--- src/sv/sfp_pkg.sv ---
`timescale 1ns / 1ps

package sfp_pkg;

  localparam int MAX_ARGS_DEF    = 16;
  localparam int MAX_ARG_LEN_DEF = 256;
  localparam int LEN_SLACK       = 64;
  localparam int TAG_LEN         = 4;

  localparam int OQ_DEPTH = 4;
  localparam int OQ_PW    = 2;
  localparam int OQ_CW    = 3;
  localparam int PUSH_MAX = 3;

  localparam logic [1:0] KIND_BYTE   = 2'd0;
  localparam logic [1:0] KIND_END    = 2'd1;
  localparam logic [1:0] KIND_FINISH = 2'd2;

  localparam logic [2:0] ST_OK       = 3'd0;
  localparam logic [2:0] ST_BAD_TAG  = 3'd1;
  localparam logic [2:0] ST_MISSING  = 3'd2;
  localparam logic [2:0] ST_TOO_MANY = 3'd3;
  localparam logic [2:0] ST_TOO_LONG = 3'd4;

  localparam logic [7:0] CH_NUL   = 8'h00;
  localparam logic [7:0] CH_TAB   = 8'h09;
  localparam logic [7:0] CH_CR    = 8'h0D;
  localparam logic [7:0] CH_SPACE = 8'h20;
  localparam logic [7:0] CH_PLUS  = 8'h2B;
  localparam logic [7:0] CH_MINUS = 8'h2D;
  localparam logic [7:0] CH_ZERO  = 8'h30;
  localparam logic [7:0] CH_NINE  = 8'h39;
  localparam logic [7:0] CH_SEMI  = 8'h3B;

  localparam logic [7:0] TAG_TEXT [TAG_LEN] = '{8'h47, 8'h74, 8'h67, 8'h73};

  typedef struct packed {
    logic [1:0]         kind;
    logic [3:0]         arg_index;
    logic [7:0]         arg_byte;
    logic [7:0]         arg_length;
    logic signed [31:0] stream_number;
    logic signed [31:0] frame_number;
    logic signed [31:0] command_code;
    logic [4:0]         arg_count;
    logic [2:0]         status;
    logic               last_result;
  } rec_t;

  typedef struct packed {
    logic [2:0] vld;
    rec_t       rec_a;
    rec_t       rec_b;
    rec_t       rec_c;
  } push_t;

endpackage

--- src/sv/sfp_in_if.sv ---
`timescale 1ns / 1ps

interface sfp_in_if;
  logic       valid;
  logic       ready;
  logic [7:0] in_byte;
  logic       last_byte;

  modport source (output valid, output in_byte, output last_byte, input ready);
  modport sink (input valid, input in_byte, input last_byte, output ready);
endinterface

--- src/sv/sfp_out_if.sv ---
`timescale 1ns / 1ps

interface sfp_out_if;
  logic               valid;
  logic               ready;
  logic [1:0]         kind;
  logic [3:0]         arg_index;
  logic [7:0]         arg_byte;
  logic [7:0]         arg_length;
  logic signed [31:0] stream_number;
  logic signed [31:0] frame_number;
  logic signed [31:0] command_code;
  logic [4:0]         arg_count;
  logic [2:0]         status;
  logic               last_result;

  modport source (
    output valid, output kind, output arg_index, output arg_byte, output arg_length,
    output stream_number, output frame_number, output command_code,
    output arg_count, output status, output last_result, input ready
  );
  modport sink (
    input valid, input kind, input arg_index, input arg_byte, input arg_length,
    input stream_number, input frame_number, input command_code,
    input arg_count, input status, input last_result, output ready
  );
endinterface

--- src/sv/sfp_core.sv ---
`timescale 1ns / 1ps

module sfp_core #(
  parameter int MAX_ARGS    = sfp_pkg::MAX_ARGS_DEF,
  parameter int MAX_ARG_LEN = sfp_pkg::MAX_ARG_LEN_DEF
) (
  input  logic          clk,
  input  logic          rst,
  sfp_in_if.sink        rx,
  input  logic          room,
  output sfp_pkg::push_t push
);

  localparam int LEN_LIMIT = MAX_ARGS * MAX_ARG_LEN + sfp_pkg::LEN_SLACK;
  localparam int BW = $clog2(LEN_LIMIT + 1);
  localparam int AW = $clog2(MAX_ARGS + 1);
  localparam int LW = $clog2(MAX_ARG_LEN);

  localparam logic [2:0] PH_TAG    = 3'd0;
  localparam logic [2:0] PH_STREAM = 3'd1;
  localparam logic [2:0] PH_FRAME  = 3'd2;
  localparam logic [2:0] PH_CMD    = 3'd3;
  localparam logic [2:0] PH_ARGS   = 3'd4;
  localparam logic [2:0] PH_DONE   = 3'd5;

  localparam logic [1:0] NS_SKIP   = 2'd0;
  localparam logic [1:0] NS_DIGITS = 2'd1;
  localparam logic [1:0] NS_STOP   = 2'd2;

  logic       in_vld;
  logic [7:0] in_b;
  logic       in_last;
  logic       fire;

  logic [2:0]        field_phase, field_phase_next;
  logic [2:0]        tag_progress, tag_progress_next;
  logic              tag_ok, tag_ok_next;
  logic [1:0]        num_sub, num_sub_next;
  logic              num_neg, num_neg_next;
  logic [31:0]       num_acc, num_acc_next;
  logic [31:0]       stream_reg, stream_reg_next;
  logic [31:0]       frame_reg, frame_reg_next;
  logic [31:0]       command_reg, command_reg_next;
  logic [AW-1:0]     args_seen, args_seen_next;
  logic [LW-1:0]     cur_len, cur_len_next;
  logic [BW-1:0]     bytes_seen, bytes_seen_next;
  logic [2:0]        error_code, error_code_next;
  logic              terminated, terminated_next;

  logic              over;
  logic              digit;
  logic              ws;
  logic              sign;
  logic [1:0]        sub_step;
  logic [31:0]       nv;
  logic [31:0]       nv_fin;
  logic [31:0]       cmd_fin;
  logic [AW-1:0]     cnt_fin;
  logic [2:0]        st;
  logic              va, vb, vc;
  sfp_pkg::rec_t     ra, rb, rc;

  assign rx.ready = !in_vld || room;
  assign fire     = in_vld && room;

  always_ff @(posedge clk) begin
    if (rx.valid && rx.ready) begin
      in_b    <= rx.in_byte;
      in_last <= rx.last_byte;
    end
  end

  always_ff @(posedge clk) begin
    if (rst) begin
      in_vld       <= 1'b0;
      field_phase  <= PH_TAG;
      tag_progress <= '0;
      tag_ok       <= 1'b1;
      num_sub      <= NS_SKIP;
      num_neg      <= 1'b0;
      num_acc      <= '0;
      stream_reg   <= '0;
      frame_reg    <= '0;
      command_reg  <= '0;
      args_seen    <= '0;
      cur_len      <= '0;
      bytes_seen   <= '0;
      error_code   <= sfp_pkg::ST_OK;
      terminated   <= 1'b0;
    end else begin
      if (rx.ready) begin
        in_vld <= rx.valid;
      end
      if (fire) begin
        field_phase  <= field_phase_next;
        tag_progress <= tag_progress_next;
        tag_ok       <= tag_ok_next;
        num_sub      <= num_sub_next;
        num_neg      <= num_neg_next;
        num_acc      <= num_acc_next;
        stream_reg   <= stream_reg_next;
        frame_reg    <= frame_reg_next;
        command_reg  <= command_reg_next;
        args_seen    <= args_seen_next;
        cur_len      <= cur_len_next;
        bytes_seen   <= bytes_seen_next;
        error_code   <= error_code_next;
        terminated   <= terminated_next;
      end
    end
  end

  assign digit = (in_b >= sfp_pkg::CH_ZERO) && (in_b <= sfp_pkg::CH_NINE);
  assign ws    = in_b inside {sfp_pkg::CH_SPACE, [sfp_pkg::CH_TAB:sfp_pkg::CH_CR]};
  assign sign  = (in_b == sfp_pkg::CH_PLUS) || (in_b == sfp_pkg::CH_MINUS);
  assign nv    = num_neg ? (32'd0 - num_acc) : num_acc;

  always_comb begin
    field_phase_next  = field_phase;
    tag_progress_next = tag_progress;
    tag_ok_next       = tag_ok;
    num_sub_next      = num_sub;
    num_neg_next      = num_neg;
    num_acc_next      = num_acc;
    stream_reg_next   = stream_reg;
    frame_reg_next    = frame_reg;
    command_reg_next  = command_reg;
    args_seen_next    = args_seen;
    cur_len_next      = cur_len;
    error_code_next   = error_code;
    terminated_next   = terminated;
    sub_step          = num_sub;
    nv_fin            = '0;
    cmd_fin           = '0;
    cnt_fin           = '0;
    st                = sfp_pkg::ST_OK;
    va                = 1'b0;
    vb                = 1'b0;
    vc                = 1'b0;
    ra                = '0;
    rb                = '0;
    rc                = '0;

    bytes_seen_next = bytes_seen;
    if (bytes_seen < BW'(LEN_LIMIT)) begin
      bytes_seen_next = bytes_seen + 1'b1;
    end
    over = bytes_seen_next >= BW'(LEN_LIMIT);

    if (!terminated && field_phase != PH_DONE) begin
      if (in_b == sfp_pkg::CH_NUL) begin
        terminated_next = 1'b1;
      end else if (in_b == sfp_pkg::CH_SEMI) begin
        case (field_phase)
          PH_TAG: begin
            if (tag_ok && tag_progress == 3'(sfp_pkg::TAG_LEN)) begin
              field_phase_next = PH_STREAM;
            end else begin
              error_code_next  = sfp_pkg::ST_BAD_TAG;
              field_phase_next = PH_DONE;
            end
          end
          PH_STREAM: begin
            stream_reg_next  = nv;
            num_sub_next     = NS_SKIP;
            num_neg_next     = 1'b0;
            num_acc_next     = '0;
            field_phase_next = PH_FRAME;
          end
          PH_FRAME: begin
            frame_reg_next   = nv;
            num_sub_next     = NS_SKIP;
            num_neg_next     = 1'b0;
            num_acc_next     = '0;
            field_phase_next = PH_CMD;
          end
          PH_CMD: begin
            command_reg_next = nv;
            num_sub_next     = NS_SKIP;
            num_neg_next     = 1'b0;
            num_acc_next     = '0;
            field_phase_next = PH_ARGS;
            args_seen_next   = AW'(1);
            cur_len_next     = '0;
          end
          default: begin
            if (!over) begin
              va            = 1'b1;
              ra.kind       = sfp_pkg::KIND_END;
              ra.arg_index  = 4'(args_seen - 1'b1);
              ra.arg_length = 8'(cur_len);
            end
            if (args_seen >= AW'(MAX_ARGS)) begin
              error_code_next  = sfp_pkg::ST_TOO_MANY;
              field_phase_next = PH_DONE;
            end else begin
              args_seen_next = args_seen + 1'b1;
              cur_len_next   = '0;
            end
          end
        endcase
      end else if (field_phase == PH_TAG) begin
        if (tag_ok && tag_progress < 3'(sfp_pkg::TAG_LEN)
            && in_b == sfp_pkg::TAG_TEXT[tag_progress[1:0]]) begin
          tag_progress_next = tag_progress + 1'b1;
        end else begin
          tag_ok_next = 1'b0;
        end
      end else if (field_phase == PH_ARGS) begin
        if (cur_len < LW'(MAX_ARG_LEN - 1)) begin
          if (!over) begin
            va          = 1'b1;
            ra.kind     = sfp_pkg::KIND_BYTE;
            ra.arg_index = 4'(args_seen - 1'b1);
            ra.arg_byte = in_b;
          end
          cur_len_next = cur_len + 1'b1;
        end
      end else begin
        if (num_sub == NS_SKIP && !ws) begin
          if (sign) begin
            num_neg_next = (in_b == sfp_pkg::CH_MINUS);
          end
          sub_step = (sign || digit) ? NS_DIGITS : NS_STOP;
        end
        if (num_sub == NS_DIGITS || (num_sub == NS_SKIP && !ws && !sign)) begin
          if (sub_step == NS_DIGITS && digit) begin
            num_acc_next = (num_acc << 3) + (num_acc << 1) + 32'(in_b - sfp_pkg::CH_ZERO);
          end else begin
            sub_step = NS_STOP;
          end
        end
        num_sub_next = sub_step;
      end
    end

    nv_fin = num_neg_next ? (32'd0 - num_acc_next) : num_acc_next;

    if (in_last) begin
      cmd_fin = command_reg_next;
      cnt_fin = args_seen_next;
      if (over) begin
        st = sfp_pkg::ST_TOO_LONG;
      end else if (error_code_next != sfp_pkg::ST_OK) begin
        st = error_code_next;
      end else if (field_phase_next == PH_TAG) begin
        st = (tag_ok_next && tag_progress_next == 3'(sfp_pkg::TAG_LEN)) ?
             sfp_pkg::ST_MISSING : sfp_pkg::ST_BAD_TAG;
      end else if (field_phase_next == PH_STREAM || field_phase_next == PH_FRAME) begin
        st = sfp_pkg::ST_MISSING;
      end else if (field_phase_next == PH_CMD) begin
        cmd_fin = nv_fin;
        cnt_fin = '0;
      end else begin
        vb            = 1'b1;
        rb.kind       = sfp_pkg::KIND_END;
        rb.arg_index  = 4'(args_seen_next - 1'b1);
        rb.arg_length = 8'(cur_len_next);
      end

      vc             = 1'b1;
      rc.kind        = sfp_pkg::KIND_FINISH;
      rc.status      = st;
      rc.last_result = 1'b1;
      if (st == sfp_pkg::ST_OK) begin
        rc.stream_number = stream_reg_next;
        rc.frame_number  = frame_reg_next;
        rc.command_code  = cmd_fin;
        rc.arg_count     = 5'(cnt_fin);
      end

      field_phase_next  = PH_TAG;
      tag_progress_next = '0;
      tag_ok_next       = 1'b1;
      num_sub_next      = NS_SKIP;
      num_neg_next      = 1'b0;
      num_acc_next      = '0;
      stream_reg_next   = '0;
      frame_reg_next    = '0;
      command_reg_next  = '0;
      args_seen_next    = '0;
      cur_len_next      = '0;
      bytes_seen_next   = '0;
      error_code_next   = sfp_pkg::ST_OK;
      terminated_next   = 1'b0;
    end

    ra.last_result = !vc;
  end

  assign push.vld   = fire ? {vc, vb, va} : 3'b000;
  assign push.rec_a = ra;
  assign push.rec_b = rb;
  assign push.rec_c = rc;

endmodule

--- src/sv/sfp_outq.sv ---
`timescale 1ns / 1ps

module sfp_outq (
  input  logic           clk,
  input  logic           rst,
  input  sfp_pkg::push_t push,
  output logic           room,
  sfp_out_if.source      tx
);

  sfp_pkg::rec_t                 q [sfp_pkg::OQ_DEPTH];
  logic [sfp_pkg::OQ_PW-1:0]     head, tail;
  logic [sfp_pkg::OQ_PW-1:0]     pos_b, pos_c, tail_next;
  logic [sfp_pkg::OQ_CW-1:0]     count, count_next;
  logic [sfp_pkg::OQ_CW-1:0]     n_push;
  logic                          pop;
  sfp_pkg::rec_t                 hd;

  assign pos_b     = tail + sfp_pkg::OQ_PW'(push.vld[0]);
  assign pos_c     = pos_b + sfp_pkg::OQ_PW'(push.vld[1]);
  assign tail_next = pos_c + sfp_pkg::OQ_PW'(push.vld[2]);
  assign n_push    = sfp_pkg::OQ_CW'(push.vld[0]) + sfp_pkg::OQ_CW'(push.vld[1])
                   + sfp_pkg::OQ_CW'(push.vld[2]);
  assign pop        = tx.valid && tx.ready;
  assign count_next = count + n_push - sfp_pkg::OQ_CW'(pop);
  assign room       = count <= sfp_pkg::OQ_CW'(sfp_pkg::OQ_DEPTH - sfp_pkg::PUSH_MAX);

  always_ff @(posedge clk) begin
    if (push.vld[0]) begin
      q[tail] <= push.rec_a;
    end
    if (push.vld[1]) begin
      q[pos_b] <= push.rec_b;
    end
    if (push.vld[2]) begin
      q[pos_c] <= push.rec_c;
    end
  end

  always_ff @(posedge clk) begin
    if (rst) begin
      head  <= '0;
      tail  <= '0;
      count <= '0;
    end else begin
      tail  <= tail_next;
      count <= count_next;
      if (pop) begin
        head <= head + 1'b1;
      end
    end
  end

  assign hd               = q[head];
  assign tx.valid         = count != '0;
  assign tx.kind          = hd.kind;
  assign tx.arg_index     = hd.arg_index;
  assign tx.arg_byte      = hd.arg_byte;
  assign tx.arg_length    = hd.arg_length;
  assign tx.stream_number = hd.stream_number;
  assign tx.frame_number  = hd.frame_number;
  assign tx.command_code  = hd.command_code;
  assign tx.arg_count     = hd.arg_count;
  assign tx.status        = hd.status;
  assign tx.last_result   = hd.last_result;

endmodule

--- src/sv/semicolon_frame_parser.sv ---
`timescale 1ns / 1ps
// Port  Dir   Beat
// ----  ----  ---------------------------------------------------------------
// rx    in    one payload byte, last_byte flags the final byte of a frame
// tx    out   one record: argument byte, argument end, or frame finish
//
// An rx beat lands in the input register and is parsed there once the queue has
// room, which writes zero to three records into a four-entry result queue; tx
// shows the record at the head of the queue.
// rx takes one byte per cycle while the queue holds at most one record; a byte
// that makes two or three records holds rx until tx drains the queue.
// rst clears the parser to the start of a frame and empties the queue.
// A stall on tx never drops or repeats records; rx backs up instead.

module semicolon_frame_parser #(
  parameter int MAX_ARGS    = sfp_pkg::MAX_ARGS_DEF,
  parameter int MAX_ARG_LEN = sfp_pkg::MAX_ARG_LEN_DEF
) (
  input logic       clk,
  input logic       rst,
  sfp_in_if.sink    rx,
  sfp_out_if.source tx
);

  sfp_pkg::push_t push;
  logic           room;

  sfp_core #(
    .MAX_ARGS    (MAX_ARGS),
    .MAX_ARG_LEN (MAX_ARG_LEN)
  ) u_core (
    .clk  (clk),
    .rst  (rst),
    .rx   (rx),
    .room (room),
    .push (push)
  );

  sfp_outq u_outq (
    .clk  (clk),
    .rst  (rst),
    .push (push),
    .room (room),
    .tx   (tx)
  );

endmodule

--- src/flat_wrapper.sv ---
// flat-port wrapper written by rule: the top's interface ports become plain ports
module semicolon_frame_parser_flat 
#(
  parameter int MAX_ARGS    = sfp_pkg::MAX_ARGS_DEF,
  parameter int MAX_ARG_LEN = sfp_pkg::MAX_ARG_LEN_DEF
)
  (clk, rst, rx_valid, rx_in_byte, rx_last_byte, rx_ready, tx_valid, tx_kind, tx_arg_index, tx_arg_byte, tx_arg_length, tx_stream_number, tx_frame_number, tx_command_code, tx_arg_count, tx_status, tx_last_result, tx_ready);
  sfp_in_if rx_i ();
  sfp_out_if tx_i ();
  input logic clk;
  input logic rst;
  input wire logic [$bits(rx_i.valid)-1:0] rx_valid;
  input wire logic [$bits(rx_i.in_byte)-1:0] rx_in_byte;
  input wire logic [$bits(rx_i.last_byte)-1:0] rx_last_byte;
  output wire logic [$bits(rx_i.ready)-1:0] rx_ready;
  output wire logic [$bits(tx_i.valid)-1:0] tx_valid;
  output wire logic [$bits(tx_i.kind)-1:0] tx_kind;
  output wire logic [$bits(tx_i.arg_index)-1:0] tx_arg_index;
  output wire logic [$bits(tx_i.arg_byte)-1:0] tx_arg_byte;
  output wire logic [$bits(tx_i.arg_length)-1:0] tx_arg_length;
  output wire logic [$bits(tx_i.stream_number)-1:0] tx_stream_number;
  output wire logic [$bits(tx_i.frame_number)-1:0] tx_frame_number;
  output wire logic [$bits(tx_i.command_code)-1:0] tx_command_code;
  output wire logic [$bits(tx_i.arg_count)-1:0] tx_arg_count;
  output wire logic [$bits(tx_i.status)-1:0] tx_status;
  output wire logic [$bits(tx_i.last_result)-1:0] tx_last_result;
  input wire logic [$bits(tx_i.ready)-1:0] tx_ready;
  assign rx_i.valid = rx_valid;
  assign rx_i.in_byte = rx_in_byte;
  assign rx_i.last_byte = rx_last_byte;
  assign rx_ready = rx_i.ready;
  assign tx_valid = tx_i.valid;
  assign tx_kind = tx_i.kind;
  assign tx_arg_index = tx_i.arg_index;
  assign tx_arg_byte = tx_i.arg_byte;
  assign tx_arg_length = tx_i.arg_length;
  assign tx_stream_number = tx_i.stream_number;
  assign tx_frame_number = tx_i.frame_number;
  assign tx_command_code = tx_i.command_code;
  assign tx_arg_count = tx_i.arg_count;
  assign tx_status = tx_i.status;
  assign tx_last_result = tx_i.last_result;
  assign tx_i.ready = tx_ready;
  semicolon_frame_parser #(.MAX_ARGS(MAX_ARGS), .MAX_ARG_LEN(MAX_ARG_LEN)) u_core (.clk(clk), .rst(rst), .rx(rx_i), .tx(tx_i));
endmodule
--- config.mk ---
export PLATFORM = sky130hd
export DESIGN_NAME = semicolon_frame_parser_flat
export DESIGN_NICKNAME = d
export VERILOG_FILES = /design/src/sv/sfp_pkg.sv /design/src/sv/sfp_in_if.sv /design/src/sv/sfp_out_if.sv /design/src/sv/sfp_core.sv /design/src/sv/sfp_outq.sv /design/src/sv/semicolon_frame_parser.sv /design/src/flat_wrapper.sv
export SDC_FILE = /design/constraint.sdc
export NUM_CORES = 2
export LEC_CHECK = 0
export BUFFER_PORTS_ARGS = -buffer_cell sky130_fd_sc_hd__buf_2
export CORE_MARGIN = 3
export CORE_UTILIZATION = 65
export DETAILED_ROUTE_END_ITERATION = 8
export HOLD_SLACK_MARGIN = 0.06
export PLACE_DENSITY = 0.83
export SLEW_MARGIN = 20
export SYNTH_ARGS = -nofsm -noshare
export SYNTH_HDL_FRONTEND = slang
export SYNTH_SLANG_ARGS = --single-unit
export TNS_END_PERCENT = 10
--- constraint.sdc ---
create_clock -name clk -period 18.35 [get_ports clk]
set_input_delay 0.9175 -clock clk [delete_from_list [all_inputs] [get_ports clk]]
set_output_delay 0.9175 -clock clk [all_outputs]
set_load 0.01 [all_outputs]
==> summary.md <==
| Metric | Value |
|---|---|
| Crit path cell chain | `ha_1 -> or3b_2 -> or2_2 -> nand2_1 -> nor2_1 -> o22ai_1 -> buf_4 -> or2_1 -> inv_2 -> ha_1 -> xnor2_1 -> xnor2_1 -> nand2_1 -> clkinv_1 -> or3_4 -> buf_4` |
| Predominant post-synthesis flop cell | `edfxtp_1` |
| Hold Startpoint | `u_core.u_outq.q[3][115]` |
| Slew @ Worst Pin | `around 1100 ps` |
| Placed cell area | `approximately 36,000 um2` |
| Share of the synthesized area in the top cell type | `36.9%` |
| Post-route ant nets | `0` |
| Worst Skew | `24.9 ps` |
| CP Max Fanout | `65` |
| Vias post-DR | `28.1k` |
| Sw frac | `26.7%` |
| Total Nets Final | `roughly 3.4k` |
| Buffers on Ports | `141` |
| Setup WS pre-CTS | `approximately 11,000 ps` |
| First-pass GRT wire length | `156,000 um` |
| Syn_area_per_cell | `roughly 11 um2` |
| Synth area leader | `edfxtp_1` |
| Slowest stage delay, CP | `a little under 900 ps` |
| Cell Area, Synth | `35,200 um2` |
| Drt pass-1 iters | `9` |
| Worst-Skew Late Latency | `620 ps` |
| Boundary Pins | `about 140` |
| Grt total ovfl | `0` |
| Syn nets | `~3.4k` |
| CTS tree | `built` |
| LEAKAGE | `12.3 nW` |
| Final period utilization | `43.0%` |
| Peak supply drop | `0.0000932 V` |
| Register area share after synthesis | `51.9%` |
| Clk root buf | `clkbuf_16` |
| Slew Viols, Final | `0` |
| Area grow syn2layout | `9.37%` |
| Reg with most FFs | `u_core.u_outq.q` |
| Largest net degree at the start of global routing | `99` |
| Combinational Power Share | `15.8%` |
| Die Ht | `239 um` |
| Critical path capture point type | `flip-flop` |
| Clock Tree Buf Depth | `3` |
| Cell count after synthesis | `3,346` |
| Synth unique cells | `between 80 and 90` |
| # setup viols final | `0` |
| Initial antenna violation count | `3` |
| Vias in the first global route | `27.3k` |
| Max-cap violations | `0` |
| Final wirelength | `~100,000 um` |
| Status | `complete, but fails checks` |
| Final instance area | `38,500 um2` |
| Sink Count | `695` |
| Worst-path clk slew | `60 ps` |
| Seq pwr share | `46.1%` |
| Largest register FFs | `between 500 and 600` |
| Die Area | `57,000 um2` |
| Fraction of layout cells with a size suffix above 1 | `14.5%` |
| Crit Reg-Reg Startpoint | `u_core.u_core.in_b[4]` |
| Post-synth EDFFs | `433` |
| Minimum clock period | `7900 ps` |
| Final RePlAce weighted congestion | `0.989` |
| Wire length per cell | `about 25 um` |
| CTS Hold Buffers Added | `0` |
| Post-DP HPWL | `65,300 um` |
| CP required | `18,550 ps` |
| Routed vias/inst | `6.88` |
| Post-CTS Resized | `0` |
| Min-Delay Path Class | `reg -> reg` |
| Synth async-reset ratio | `0%` |
| Crit path from | `u_core.u_core.in_b[4]` |
| Kind of critical path | `reg -> reg` |
| Initial Utilization | `between 60 and 70%` |
| Synth area leaders | `edfxtp_1 37%, dfxtp_1 15%, mux4_2 8.1%, nor2_1 8.1%, a21oi_1 3.0%` |
| Residual DRC count | `1` |
| Achievable clock frequency | `127 MHz` |
| Relative slew slack | `24.7%` |
| Power per cell area | `98.3 nW/um2` |
| # H-tree levels | `3` |
| RSZ-0062 raised after global routing | `no` |
| Failing checks | `DRC` |
| DR iter-0 viols | `4,051` |
| Worst setup SP type | `flip-flop` |
| Register bit total from synthesis | `695` |
| Core ar. | `53,100 um2` |
| Rows | `84` |
| Total global-route track usage | `35.2%` |
| Net Sw Power | `1.01 mW` |
| Die width | `239 um` |
| CP max-delay cell | `nand2_1` |
| Clock power share | `38.0%` |
| WP data arrival | `between 8000 and 9000 ps` |
| Final TNS setup | `0 ps` |
| Final WS setup | `approximately 10,000 ps` |
| Synth warn | `0` |
| Internal power | `about 2.8 mW` |
| Final hold violations | `0` |
| Setup bufs post-CTS | `0` |
| CTS buffer count | `72` |
[worst max-delay path, delay by kind of cell, from the launching register on]
family          cells  cell delay, ps
compound gates      1             220
xor+xnor            2             990
fa+ha+maj           2             530
buf+inv             4            1710
flops               1             500
simple gates        7            3420
[synth_stat cells, types with 45 or more instances]
master,n
nor2_1,761
edfxtp_1,433
dfxtp_1,262
nand2_1,228
clkbuf_1,216
a21oi_1,209
a22oi_1,135
mux4_2,127
a211oi_1,120
o21ai_0,88
xnor2_1,67
xor2_1,61
ha_1,53
nor3_1,50
and3_1,45
[routing by layer]
layer  GRT usage [%]  part of all wire [%]  vias up
li1                -                     -    12200
met1            46.9                    37    13600
met2            54.9                    46     2002
met3            8.95                    12      350
met4            16.3                   4.7        2
met5               0                 0.011        -
[placed cells by master (no fill, tap or decap), drive strengths merged, types with 6 or more instances in the layout]
cell / count
nor2: 764
edfxtp: 433
dfxtp: 262
nand2: 229
a21oi: 210
buf: 188
a22oi: 135
a211oi: 128
mux4: 127
clkbuf: 104
o21ai: 91
xnor2: 67
xor2: 61
ha: 53
nor3: 53
and3: 45
inv: 44
nand3: 33
fa: 31
and2: 25
a31oi: 23
or3: 23
clkinv: 21
nand2b: 18
or2: 18
nand4: 17
o211ai: 15
a22o: 15
o31ai: 14
nor2b: 14
a21o: 13
nor4: 11
o31a: 8
o21a: 7
nor3b: 7
o41ai: 6
[logic make-up (layout without fill, tap and decap cells)]
| family | count (synthesis) | after routing | synth area share, % |
|---|---|---|---|
| simple gates | 1287 | 1287 | 16.1 |
| flops | 695 | 695 | 51.9 |
| compound gates | 714 | 714 | 13.4 |
| other cells | 0 | 2 | 0 |
| fa+ha+maj | 84 | 84 | 3.65 |
| xor+xnor | 128 | 128 | 3.19 |
| buf+inv | 305 | 360 | 3.44 |
| mux | 133 | 133 | 8.30 |
[power by group through the flow]
stage	clock, mW	combinational (mW)	sequential, mW
2_1_floorplan	0	0.429	1.74
3_3_place_gp	0	0.586	1.77
3_5_place_dp	0	0.596	1.78
4_1_cts	1.44	0.600	1.75
5_1_grt	1.50	0.636	1.75
6_report	1.44	0.599	1.75
[area by class of cell]
| type | count | area [um2] |
|---|---|---|
| Antenna cell | 2 | 5.00 |
| Clock buffer | 104 | 2070 |
| Clock inverter | 28 | 244 |
| Fill cell | 3398 | 14600 |
| Inverter | 40 | 150 |
| Multi-Input combinational cell | 2346 | 15800 |
| Sequential cell | 695 | 18300 |
| Tap cell | 688 | 861 |
| Timing Repair Buffer | 188 | 1060 |
[path summary, 6_finish.rpt]
path	end	slack (ps)	cells after the start
max	u_core.u_outq.q[2][97]	10450	16
min	u_core.u_outq.q[3][115]	450	2
max reg2reg	u_core.u_outq.q[2][97]	10450	16
min reg2reg	u_core.u_outq.q[3][115]	450	2
[through the flow]
step,hold slack (ps),power (mW),util (%),cells
floorplan,429,2.17,-,3346
global placement,439,2.36,68.1,3956
detailed placement,443,2.37,68.1,3956
CTS,451,3.79,72.5,4088
global route,466,3.89,72.5,4089
finish,450,3.78,72.5,4091
Power figures use the tool's default switching activity.
